==> src/sv/jses_pkg.sv <==
package jses_pkg;

    // one item on the input channel
    typedef struct packed {
        logic [7:0] in_byte;
        logic       end_marker;
    } in_item_t;

    // one item on the result channel
    typedef struct packed {
        logic [7:0] out_byte;
        logic       last_of_run;
        logic       closing_quote;
    } out_item_t;

    // what follows the optional quote and replacements of a job
    typedef enum logic [2:0] {
        KIND_NONE,
        KIND_PASS,
        KIND_ESC,
        KIND_CTRL,
        KIND_CLOSE
    } job_kind_t;

    // work handed from the classifier to the emitter
    typedef struct packed {
        logic             open_quote;
        logic [2:0]       repl_count;
        job_kind_t        kind;
        logic [2:0]       byte_count;
        logic [3:0][7:0]  seq_bytes;
    } job_t;

    typedef struct packed {
        logic empty;
        logic full;
    } queue_stat_t;

    typedef enum logic [1:0] {
        PH_OPEN,
        PH_REPL,
        PH_MAIN
    } phase_t;

    localparam int QUEUE_DEPTH = 4;
    localparam int QUEUE_PTR_W = $clog2(QUEUE_DEPTH);

    localparam logic [7:0] CH_QUOTE  = 8'h22;
    localparam logic [7:0] CH_BSLASH = 8'h5c;
    localparam logic [7:0] CH_U      = 8'h75;
    localparam logic [7:0] CH_ZERO   = 8'h30;
    localparam logic [7:0] CH_F      = 8'h66;
    localparam logic [7:0] CH_D      = 8'h64;

    localparam logic [7:0] CTRL_LIMIT  = 8'h20;
    localparam logic [7:0] ASCII_LIMIT = 8'h80;

    localparam logic [2:0] REPL_LAST_IDX = 3'd5;

    // lower-case hex digit
    function automatic logic [7:0] hex_char(input logic [3:0] n);
        logic [7:0] base;
        base = (n < 4'd10) ? CH_ZERO : 8'h57;
        return base + {4'b0000, n};
    endfunction

    // characters of the \ufffd escape
    function automatic logic [7:0] repl_char(input logic [2:0] idx);
        logic [7:0] ch;
        case (idx)
            3'd0:    ch = CH_BSLASH;
            3'd1:    ch = CH_U;
            3'd5:    ch = CH_D;
            default: ch = CH_F;
        endcase
        return ch;
    endfunction

endpackage

==> src/sv/jses_front.sv <==
module jses_front (
    input  logic               aclk,
    input  logic               aresetn,
    input  jses_pkg::in_item_t s_item,
    input  logic               accept,
    output logic               push,
    output jses_pkg::job_t     job
);
    import jses_pkg::*;

    logic       open_reg, open_next;
    logic [2:0] exp_len_reg, exp_len_next;
    logic [1:0] held_cnt_reg, held_cnt_next;
    logic [7:0] held_reg [0:2];

    logic       hold_first;
    logic       store_cont;
    logic       fresh;
    logic [7:0] c;
    logic [2:0] lead_len;
    logic       is_cont;

    assign c       = s_item.in_byte;
    assign is_cont = (c[7:6] == 2'b10);

    always_comb begin
        if ((c & 8'he0) == 8'hc0) begin
            lead_len = 3'd2;
        end else if ((c & 8'hf0) == 8'he0) begin
            lead_len = 3'd3;
        end else if ((c & 8'hf8) == 8'hf0) begin
            lead_len = 3'd4;
        end else begin
            lead_len = 3'd0;
        end
    end

    always_comb begin
        job            = '0;
        job.open_quote = !open_reg;
        job.kind       = KIND_NONE;
        open_next      = !s_item.end_marker;
        exp_len_next   = exp_len_reg;
        held_cnt_next  = held_cnt_reg;
        hold_first     = 1'b0;
        store_cont     = 1'b0;
        fresh          = 1'b0;

        if (s_item.end_marker) begin
            job.repl_count = {1'b0, held_cnt_reg};
            job.kind       = KIND_CLOSE;
            exp_len_next   = '0;
            held_cnt_next  = '0;
        end else if (exp_len_reg != 3'd0) begin
            if (is_cont) begin
                if ({1'b0, held_cnt_reg} + 3'd1 >= exp_len_reg) begin
                    // sequence complete
                    job.kind         = KIND_PASS;
                    job.seq_bytes[0] = held_reg[0];
                    job.seq_bytes[1] = held_reg[1];
                    job.seq_bytes[2] = held_reg[2];
                    job.seq_bytes[3] = c;
                    job.seq_bytes[held_cnt_reg] = c;
                    job.byte_count   = {1'b0, held_cnt_reg} + 3'd1;
                    exp_len_next     = '0;
                    held_cnt_next    = '0;
                end else begin
                    store_cont    = 1'b1;
                    held_cnt_next = held_cnt_reg + 2'd1;
                end
            end else begin
                // broken sequence: replace every held byte, then retry
                job.repl_count = {1'b0, held_cnt_reg};
                exp_len_next   = '0;
                held_cnt_next  = '0;
                fresh          = 1'b1;
            end
        end else begin
            fresh = 1'b1;
        end

        if (fresh) begin
            job.seq_bytes[0] = c;
            if (c == CH_QUOTE || c == CH_BSLASH) begin
                job.kind = KIND_ESC;
            end else if (c < CTRL_LIMIT) begin
                job.kind = KIND_CTRL;
            end else if (c < ASCII_LIMIT) begin
                job.kind       = KIND_PASS;
                job.byte_count = 3'd1;
            end else if (lead_len != 3'd0) begin
                hold_first    = 1'b1;
                held_cnt_next = 2'd1;
                exp_len_next  = lead_len;
            end else begin
                job.repl_count = job.repl_count + 3'd1;
            end
        end

        push = accept && (job.open_quote || job.repl_count != 3'd0 || job.kind != KIND_NONE);
    end

    always_ff @(posedge aclk) begin
        if (!aresetn) begin
            open_reg     <= 1'b0;
            exp_len_reg  <= '0;
            held_cnt_reg <= '0;
        end else if (accept) begin
            open_reg     <= open_next;
            exp_len_reg  <= exp_len_next;
            held_cnt_reg <= held_cnt_next;
        end
    end

    always_ff @(posedge aclk) begin
        if (accept && hold_first) begin
            held_reg[0] <= c;
        end
        for (int i = 0; i < 3; i++) begin
            if (accept && store_cont && held_cnt_reg == 2'(i)) begin
                held_reg[i] <= c;
            end
        end
    end

endmodule

==> src/sv/jses_queue.sv <==
module jses_queue (
    input  logic                  aclk,
    input  logic                  aresetn,
    input  logic                  push,
    input  jses_pkg::job_t        job_in,
    input  logic                  pop,
    output jses_pkg::job_t        job_out,
    output jses_pkg::queue_stat_t stat
);
    import jses_pkg::*;

    job_t                   mem_reg [0:QUEUE_DEPTH-1];
    logic [QUEUE_PTR_W-1:0] wr_ptr_reg;
    logic [QUEUE_PTR_W-1:0] rd_ptr_reg;
    logic [QUEUE_PTR_W:0]   count_reg;

    assign stat.empty = (count_reg == '0);
    assign stat.full  = (count_reg == (QUEUE_PTR_W+1)'(QUEUE_DEPTH));
    assign job_out    = mem_reg[rd_ptr_reg];

    always_ff @(posedge aclk) begin
        if (!aresetn) begin
            wr_ptr_reg <= '0;
            rd_ptr_reg <= '0;
            count_reg  <= '0;
        end else begin
            if (push) begin
                wr_ptr_reg <= wr_ptr_reg + 1'b1;
            end
            if (pop) begin
                rd_ptr_reg <= rd_ptr_reg + 1'b1;
            end
            if (push && !pop) begin
                count_reg <= count_reg + 1'b1;
            end else if (pop && !push) begin
                count_reg <= count_reg - 1'b1;
            end
        end
    end

    always_ff @(posedge aclk) begin
        if (push) begin
            mem_reg[wr_ptr_reg] <= job_in;
        end
    end

endmodule

==> src/sv/jses_back.sv <==
module jses_back (
    input  logic                  aclk,
    input  logic                  aresetn,
    input  jses_pkg::job_t        q_job,
    input  jses_pkg::queue_stat_t q_stat,
    output logic                  pop,
    output logic                  m_valid,
    input  logic                  m_ready,
    output jses_pkg::out_item_t   m_data
);
    import jses_pkg::*;

    job_t       cur_reg;
    logic       cur_valid_reg, cur_valid_next;
    phase_t     phase_reg, phase_next;
    logic [2:0] rcnt_reg, rcnt_next;
    logic [2:0] idx_reg, idx_next;
    logic       m_valid_reg;
    out_item_t  m_data_reg;

    logic       advance;
    logic       is_last;
    logic [2:0] main_len;
    logic [7:0] main_byte;
    out_item_t  cur_item;

    assign advance = cur_valid_reg && (!m_valid_reg || m_ready);
    assign pop     = !q_stat.empty && (!cur_valid_reg || (advance && is_last));

    always_comb begin
        case (cur_reg.kind)
            KIND_PASS:  main_len = cur_reg.byte_count;
            KIND_ESC:   main_len = 3'd2;
            KIND_CTRL:  main_len = 3'd6;
            KIND_CLOSE: main_len = 3'd1;
            default:    main_len = 3'd0;
        endcase
    end

    always_comb begin
        case (cur_reg.kind)
            KIND_PASS:  main_byte = cur_reg.seq_bytes[idx_reg[1:0]];
            KIND_ESC:   main_byte = (idx_reg == 3'd0) ? CH_BSLASH : cur_reg.seq_bytes[0];
            KIND_CTRL: begin
                case (idx_reg)
                    3'd0:    main_byte = CH_BSLASH;
                    3'd1:    main_byte = CH_U;
                    3'd4:    main_byte = hex_char(cur_reg.seq_bytes[0][7:4]);
                    3'd5:    main_byte = hex_char(cur_reg.seq_bytes[0][3:0]);
                    default: main_byte = CH_ZERO;
                endcase
            end
            default:    main_byte = CH_QUOTE;
        endcase
    end

    // final byte of the current job
    always_comb begin
        unique case (phase_reg)
            PH_OPEN: begin
                is_last = (cur_reg.repl_count == 3'd0) && (main_len == 3'd0);
            end
            PH_REPL: begin
                is_last = (idx_reg == REPL_LAST_IDX) && (rcnt_reg == 3'd1) &&
                          (main_len == 3'd0);
            end
            PH_MAIN: begin
                is_last = (idx_reg == main_len - 3'd1);
            end
            default: begin
                is_last = 1'b0;
            end
        endcase
    end

    always_ff @(posedge aclk) begin
        if (!aresetn) begin
            phase_reg     <= PH_OPEN;
            cur_valid_reg <= 1'b0;
        end else begin
            phase_reg     <= phase_next;
            cur_valid_reg <= cur_valid_next;
        end
    end

    always_comb begin
        phase_next     = phase_reg;
        rcnt_next      = rcnt_reg;
        idx_next       = idx_reg;
        cur_valid_next = cur_valid_reg;
        cur_item       = '0;

        unique case (phase_reg)
            PH_OPEN: begin
                cur_item.out_byte = CH_QUOTE;
                if (advance && !is_last) begin
                    idx_next   = '0;
                    phase_next = (cur_reg.repl_count != 3'd0) ? PH_REPL : PH_MAIN;
                end
            end
            PH_REPL: begin
                cur_item.out_byte = repl_char(idx_reg);
                if (advance && !is_last) begin
                    if (idx_reg != REPL_LAST_IDX) begin
                        idx_next = idx_reg + 3'd1;
                    end else if (rcnt_reg != 3'd1) begin
                        rcnt_next = rcnt_reg - 3'd1;
                        idx_next  = '0;
                    end else begin
                        idx_next   = '0;
                        phase_next = PH_MAIN;
                    end
                end
            end
            PH_MAIN: begin
                cur_item.out_byte      = main_byte;
                cur_item.closing_quote = (cur_reg.kind == KIND_CLOSE);
                if (advance && !is_last) begin
                    idx_next = idx_reg + 3'd1;
                end
            end
            default: begin
                cur_item.out_byte = CH_QUOTE;
            end
        endcase
        cur_item.last_of_run = is_last;

        if (advance && is_last) begin
            cur_valid_next = 1'b0;
        end
        if (pop) begin
            cur_valid_next = 1'b1;
            rcnt_next      = q_job.repl_count;
            idx_next       = '0;
            if (q_job.open_quote) begin
                phase_next = PH_OPEN;
            end else if (q_job.repl_count != 3'd0) begin
                phase_next = PH_REPL;
            end else begin
                phase_next = PH_MAIN;
            end
        end
    end

    always_ff @(posedge aclk) begin
        rcnt_reg <= rcnt_next;
        idx_reg  <= idx_next;
        if (pop) begin
            cur_reg <= q_job;
        end
    end

    always_ff @(posedge aclk) begin
        if (!aresetn) begin
            m_valid_reg <= 1'b0;
        end else if (advance) begin
            m_valid_reg <= 1'b1;
        end else if (m_ready) begin
            m_valid_reg <= 1'b0;
        end
    end

    always_ff @(posedge aclk) begin
        if (advance) begin
            m_data_reg <= cur_item;
        end
    end

    assign m_valid = m_valid_reg;
    assign m_data  = m_data_reg;

endmodule

==> src/sv/json_string_escape_utf8_sanitize.sv <==
// JSON string escaper with UTF-8 sanitizing. Each input item carries one raw
// string byte, or an end marker that closes the string; the result channel
// gives the escaped, quoted JSON text one byte per item, with last_of_run on
// the final byte caused by an input item and closing_quote on the closing
// quote. Quote and backslash get a backslash, bytes below 0x20 become \u00xx,
// complete 2/3/4 byte UTF-8 sequences pass through, and anything malformed
// turns into \ufffd per offending byte. The input side classifies each item
// in the cycle it is accepted and queues a short job (up to four jobs); the
// output side expands jobs one byte per cycle, while the result channel does
// not stall, into an output register. Throughput is one input item per cycle
// as long as each item yields at most one output byte and the result channel
// does not stall; an item that yields N bytes (N up to 24) holds the output
// register until its last byte is taken, and the job queue lets up to four
// jobs wait behind it. A byte that only starts or extends a UTF-8 sequence
// produces no output byte beyond any opening quote that the string needs.
module json_string_escape_utf8_sanitize (
    input  logic                aclk,
    input  logic                aresetn,
    input  logic                s_valid,
    output logic                s_ready,
    input  jses_pkg::in_item_t  s_data,
    output logic                m_valid,
    input  logic                m_ready,
    output jses_pkg::out_item_t m_data
);
    import jses_pkg::*;

    logic        accept;
    logic        push;
    logic        pop;
    job_t        front_job;
    job_t        head_job;
    queue_stat_t q_stat;

    // input side stalls only when the job queue is full
    assign s_ready = !q_stat.full;
    assign accept  = s_valid && s_ready;

    // classifier: tracks the open string and any pending utf-8 sequence
    jses_front u_front (
        .aclk    (aclk),
        .aresetn (aresetn),
        .s_item  (s_data),
        .accept  (accept),
        .push    (push),
        .job     (front_job)
    );

    // short job queue between classifier and emitter
    jses_queue u_queue (
        .aclk    (aclk),
        .aresetn (aresetn),
        .push    (push),
        .job_in  (front_job),
        .pop     (pop),
        .job_out (head_job),
        .stat    (q_stat)
    );

    // emitter: expands one job into output bytes
    jses_back u_back (
        .aclk    (aclk),
        .aresetn (aresetn),
        .q_job   (head_job),
        .q_stat  (q_stat),
        .pop     (pop),
        .m_valid (m_valid),
        .m_ready (m_ready),
        .m_data  (m_data)
    );

    // the closing quote is always a quote byte and always ends its run
    a_close_quote: assert property (@(posedge aclk) disable iff (!aresetn)
        m_valid && m_data.closing_quote |->
            m_data.out_byte == CH_QUOTE && m_data.last_of_run)
        else $error("closing quote flag on a wrong byte");

    // the emitter never takes a job from an empty queue
    a_pop_nonempty: assert property (@(posedge aclk) disable iff (!aresetn)
        pop |-> !q_stat.empty)
        else $error("job taken from an empty queue");

    // a job is never written into a full queue
    a_push_room: assert property (@(posedge aclk) disable iff (!aresetn)
        push |-> !q_stat.full)
        else $error("job written into a full queue");

endmodule

==> config.mk <==
export PLATFORM = sky130hd
export DESIGN_NAME = json_string_escape_utf8_sanitize
export DESIGN_NICKNAME = d
export VERILOG_FILES = /design/src/sv/jses_pkg.sv /design/src/sv/jses_front.sv /design/src/sv/jses_queue.sv /design/src/sv/jses_back.sv /design/src/sv/json_string_escape_utf8_sanitize.sv
export SDC_FILE = /design/constraint.sdc
export NUM_CORES = 1
export LEC_CHECK = 0
export BUFFER_PORTS_ARGS = -buffer_cell sky130_fd_sc_hd__buf_2
export CAP_MARGIN = 10
export CORE_MARGIN = 10
export CORE_UTILIZATION = 57
export CTS_CLUSTER_SIZE = 28
export DETAILED_ROUTE_END_ITERATION = 8
export GPL_ROUTABILITY_DRIVEN = 0
export PLACE_DENSITY_LB_ADDON = 0.2
export SYNTH_ARGS = -nofsm -noshare
export SYNTH_HDL_FRONTEND = slang
export SYNTH_SLANG_ARGS = --single-unit
==> constraint.sdc <==
create_clock -name aclk -period 6.25 [get_ports aclk]
set_input_delay 0 -clock aclk [delete_from_list [all_inputs] [get_ports aclk]]
set_output_delay 0 -clock aclk [all_outputs]
set_load 0.1 [all_outputs]
==> impl_metrics.py <==
metrics = {
    "routing": {
        "drt-pass1-iter-count": 5,
        "initialDrtViolationCount": 474,
        "postRouteAntennaNets": 0,
        "drcViolationCount": 0,
        "post_drt_wl_per_cell_um": 22.3,
        "avgViaCountPerCell": 6.12,
        "wl_mm": 23.6,
        "vias": 6486,
    },
    "cells_and_area": {
        "finalInstanceArea_um2": 13100,
        "multi_input_area_um2": 3540,
        "fill_cells": 1402,
        "largest_reg_flops": 168,
        "layout.cells.non_filler": 1060,
        "n_antenna_cell": 0,
        "area_growth_syn_to_layout_pct": 12.4,
        "nets": 814,
        "drive_gt1_share_pct": 17.6,
        "regArea_um2": 7830,
        "final_core_util_pct": 64.7,
    },
    "cts": {
        "cts.sink_count": 268,
        "h-tree-depth": 1,
        "clockBufferDepth": 3,
        "cts.clk_slew.worst_paths_ns": 0.06,
        "worstSkewPairLatency_ns": 0.54,
        "cts_buffers": 28,
        "cts_tree": "done",
        "cts-root-buf": "clkbuf_16",
    },
    "sta": {
        "clock_skew_ns": 0.0116,
        "hold_viol": 0,
        "post-route-min-period_ns": 4.41,
        "worst_pin_slew_ns": 1.19,
        "slew_violations": 0,
        "hold_slack_ns": 0.372,
        "post-route-period-util_pct": 70.6,
        "max_freq_mhz": 227,
        "fin_tns_setup_ns": 0,
        "worst_slack_ns": 1.84,
        "slew-limit-headroom_pct": 20.7,
        "rsz0062_at_grt": "no",
        "finalSetupViolCount": 0,
    },
    "yosys": {
        "synthArstFlopShare_pct": 0,
        "syn_area_um2": 11600,
        "syn_inst": 730,
        "synth_common_cells": "246 x edfxtp_1, 50 x mux4_2, 41 x nand2_1, 37 x nor2_1, 33 x inv_1",
        "yosysSeqAreaShare_pct": 67.4,
        "synth_edf_count": 246,
        "ys_ff_latch": 268,
        "yosys.area.top_type": "edfxtp_1",
        "synthMostInstantiatedCell": "edfxtp_1",
        "yosysTopAreaCellShare_pct": 63.6,
        "yosysWarnings": 0,
        "yosysUniqueCellTypes": 71,
        "ys.flop_type": "edfxtp_1",
        "synth_area_per_cell_um2": 15.9,
        "ys_top_cells_by_area": "edfxtp_1 64%, mux4_2 9.7%, dfxtp_1 3.8%",
    },
    "power": {
        "finalPower_mw": 5.66,
        "irDropWorstVdd_uv": 224,
        "power.density_nw_per_um2": 434,
        "leakage_nw": 4.54,
    },
    "die": {
        "core_um2": 20200,
        "num_io_pins": 25,
        "start_util_pct": 57.6,
        "die_h_um": 163,
        "die_x_um": 163,
        "dieArea_um2": 26500,
        "rows": 52,
    },
    "place": {
        "dp_hpwl_mm": 14.7,
        "dp_cells": 996,
        "place_area_um2": 12000,
        "pre_cts_slack_ns": 1.85,
        "port_buffers": 24,
    },
    "global_route": {
        "grt_pass1_wl_mm": 37.0,
        "grt_max_degree": 57,
        "antenna_found_initial": 1,
        "grt_use_total_pct": 17.9,
        "grt_pass1_vias": 6710,
        "grt_overflow_total": 0,
    },
    "critical_path": {
        "cp.arrival_ns": 4.86,
        "path_max_fanout": 56,
        "crit_type": "register to register",
        "cp.required_ns": 6.69,
        "startpoint_type": "register",
        "worst_setup_path_end_kind": "register",
    },
    "flow_run": {
        "maxCapViolations": 0,
    },
    "status": {
        "outcome": "finished clean",
    },
    "hold_path": {
        "hold_class": "input port to register",
    },
}
worst max-delay path: stages, from the launching register on:
cell and delay (ns):
edfxtp_1 0.56, nor4bb_1 0.53, nor2_1 0.09, ha_1 0.22
ha_1 0.21, and3b_1 0.20, o2bb2ai_1 0.16, a21oi_1 0.31
a21oi_4 0.09, buf_4 0.33, inv_1 0.19, ha_1 0.20
inv_1 0.08, fa_1 0.43, xor2_1 0.17, or3_1 0.30
a21boi_0 0.23
metal layers:
metal / vias up / share of wire (%) / track usage, %
li1: 2910 / - / -
met1: 3249 / 41 / 22.6
met2: 271 / 49 / 30.2
met3: 56 / 7.4 / 3.74
met4: 0 / 2.3 / 5.78
met5: - / 0 / 0
logic make-up (layout without fill, tap and decap cells):
family                   after synthesis  count (layout)  share of synthesized area (%)
other                                  1               4                         0.0323
adder cells (fa/ha/maj)               31              31                           3.47
AO/OA/AOI/OAI                        108             108                           6.61
buffers and inverters                 70             127                           2.37
multiplexers                          74              74                           11.8
flip-flops                           268             268                           67.4
XOR/XNOR                               9               9                          0.679
AND/OR/NAND/NOR                      169             169                           7.67
power by group:
group / internal, mW / total [mW] / switching (mW) / leakage [nW]
clock: 0.993 / 1.65 / 0.655 / 0.450
combinational: 0.567 / 1.44 / 0.876 / 1.48
sequential: 2.35 / 2.57 / 0.223 / 2.61
total: 3.91 / 5.66 / 1.75 / 4.54
cell type report:
type / instances / share of cell area, %
multi-input cells: 395 / 27.1
repair buffers: 44 / 2.34
clock buffers: 37 / 5.94
clock inverters: 13 / 1.14
well taps: 270 / 2.59
inverters: 33 / 0.949
flip-flops and latches: 268 / 60.0
placed cells by master, fill, tap and decap left out, types with 10 or more instances in the layout:
cell type and n:
nor2b_1 13, mux4_2 50, and2_1 15, nand2_1 41, buf_2 24, nor3_1 10
dfxtp_1 20, o21ai_0 23, edfxtp_1 246, inv_1 33, dlygate4sd3_1 14, mux2i_1 23
clkbuf_16 29, ha_1 29, a21oi_1 19, nor2_1 37
path summary, 6_finish.rpt:
| check | from | end | slack, ns | cells after the start |
|---|---|---|---|---|
| worst max-delay path | u_back.cur_reg[36] | u_queue.count_reg[2] | 1.84 | 16 |
| worst min-delay path | s_data[1] | u_front.held_reg[0][0] | 0.37 | 2 |
| worst max register to register | u_back.cur_reg[36] | u_queue.count_reg[2] | 1.84 | 16 |
| worst min register to register | u_queue.rd_ptr_reg[1] | register | 0.49 | 2 |
timing repair:
action,in CTS,in global routing
endpoints found under the hold margin,50,0
buffers inserted,0,0
resized for setup,0,0
hold buffers,14,0
Note: power is estimated with default switching activity, not from simulation.
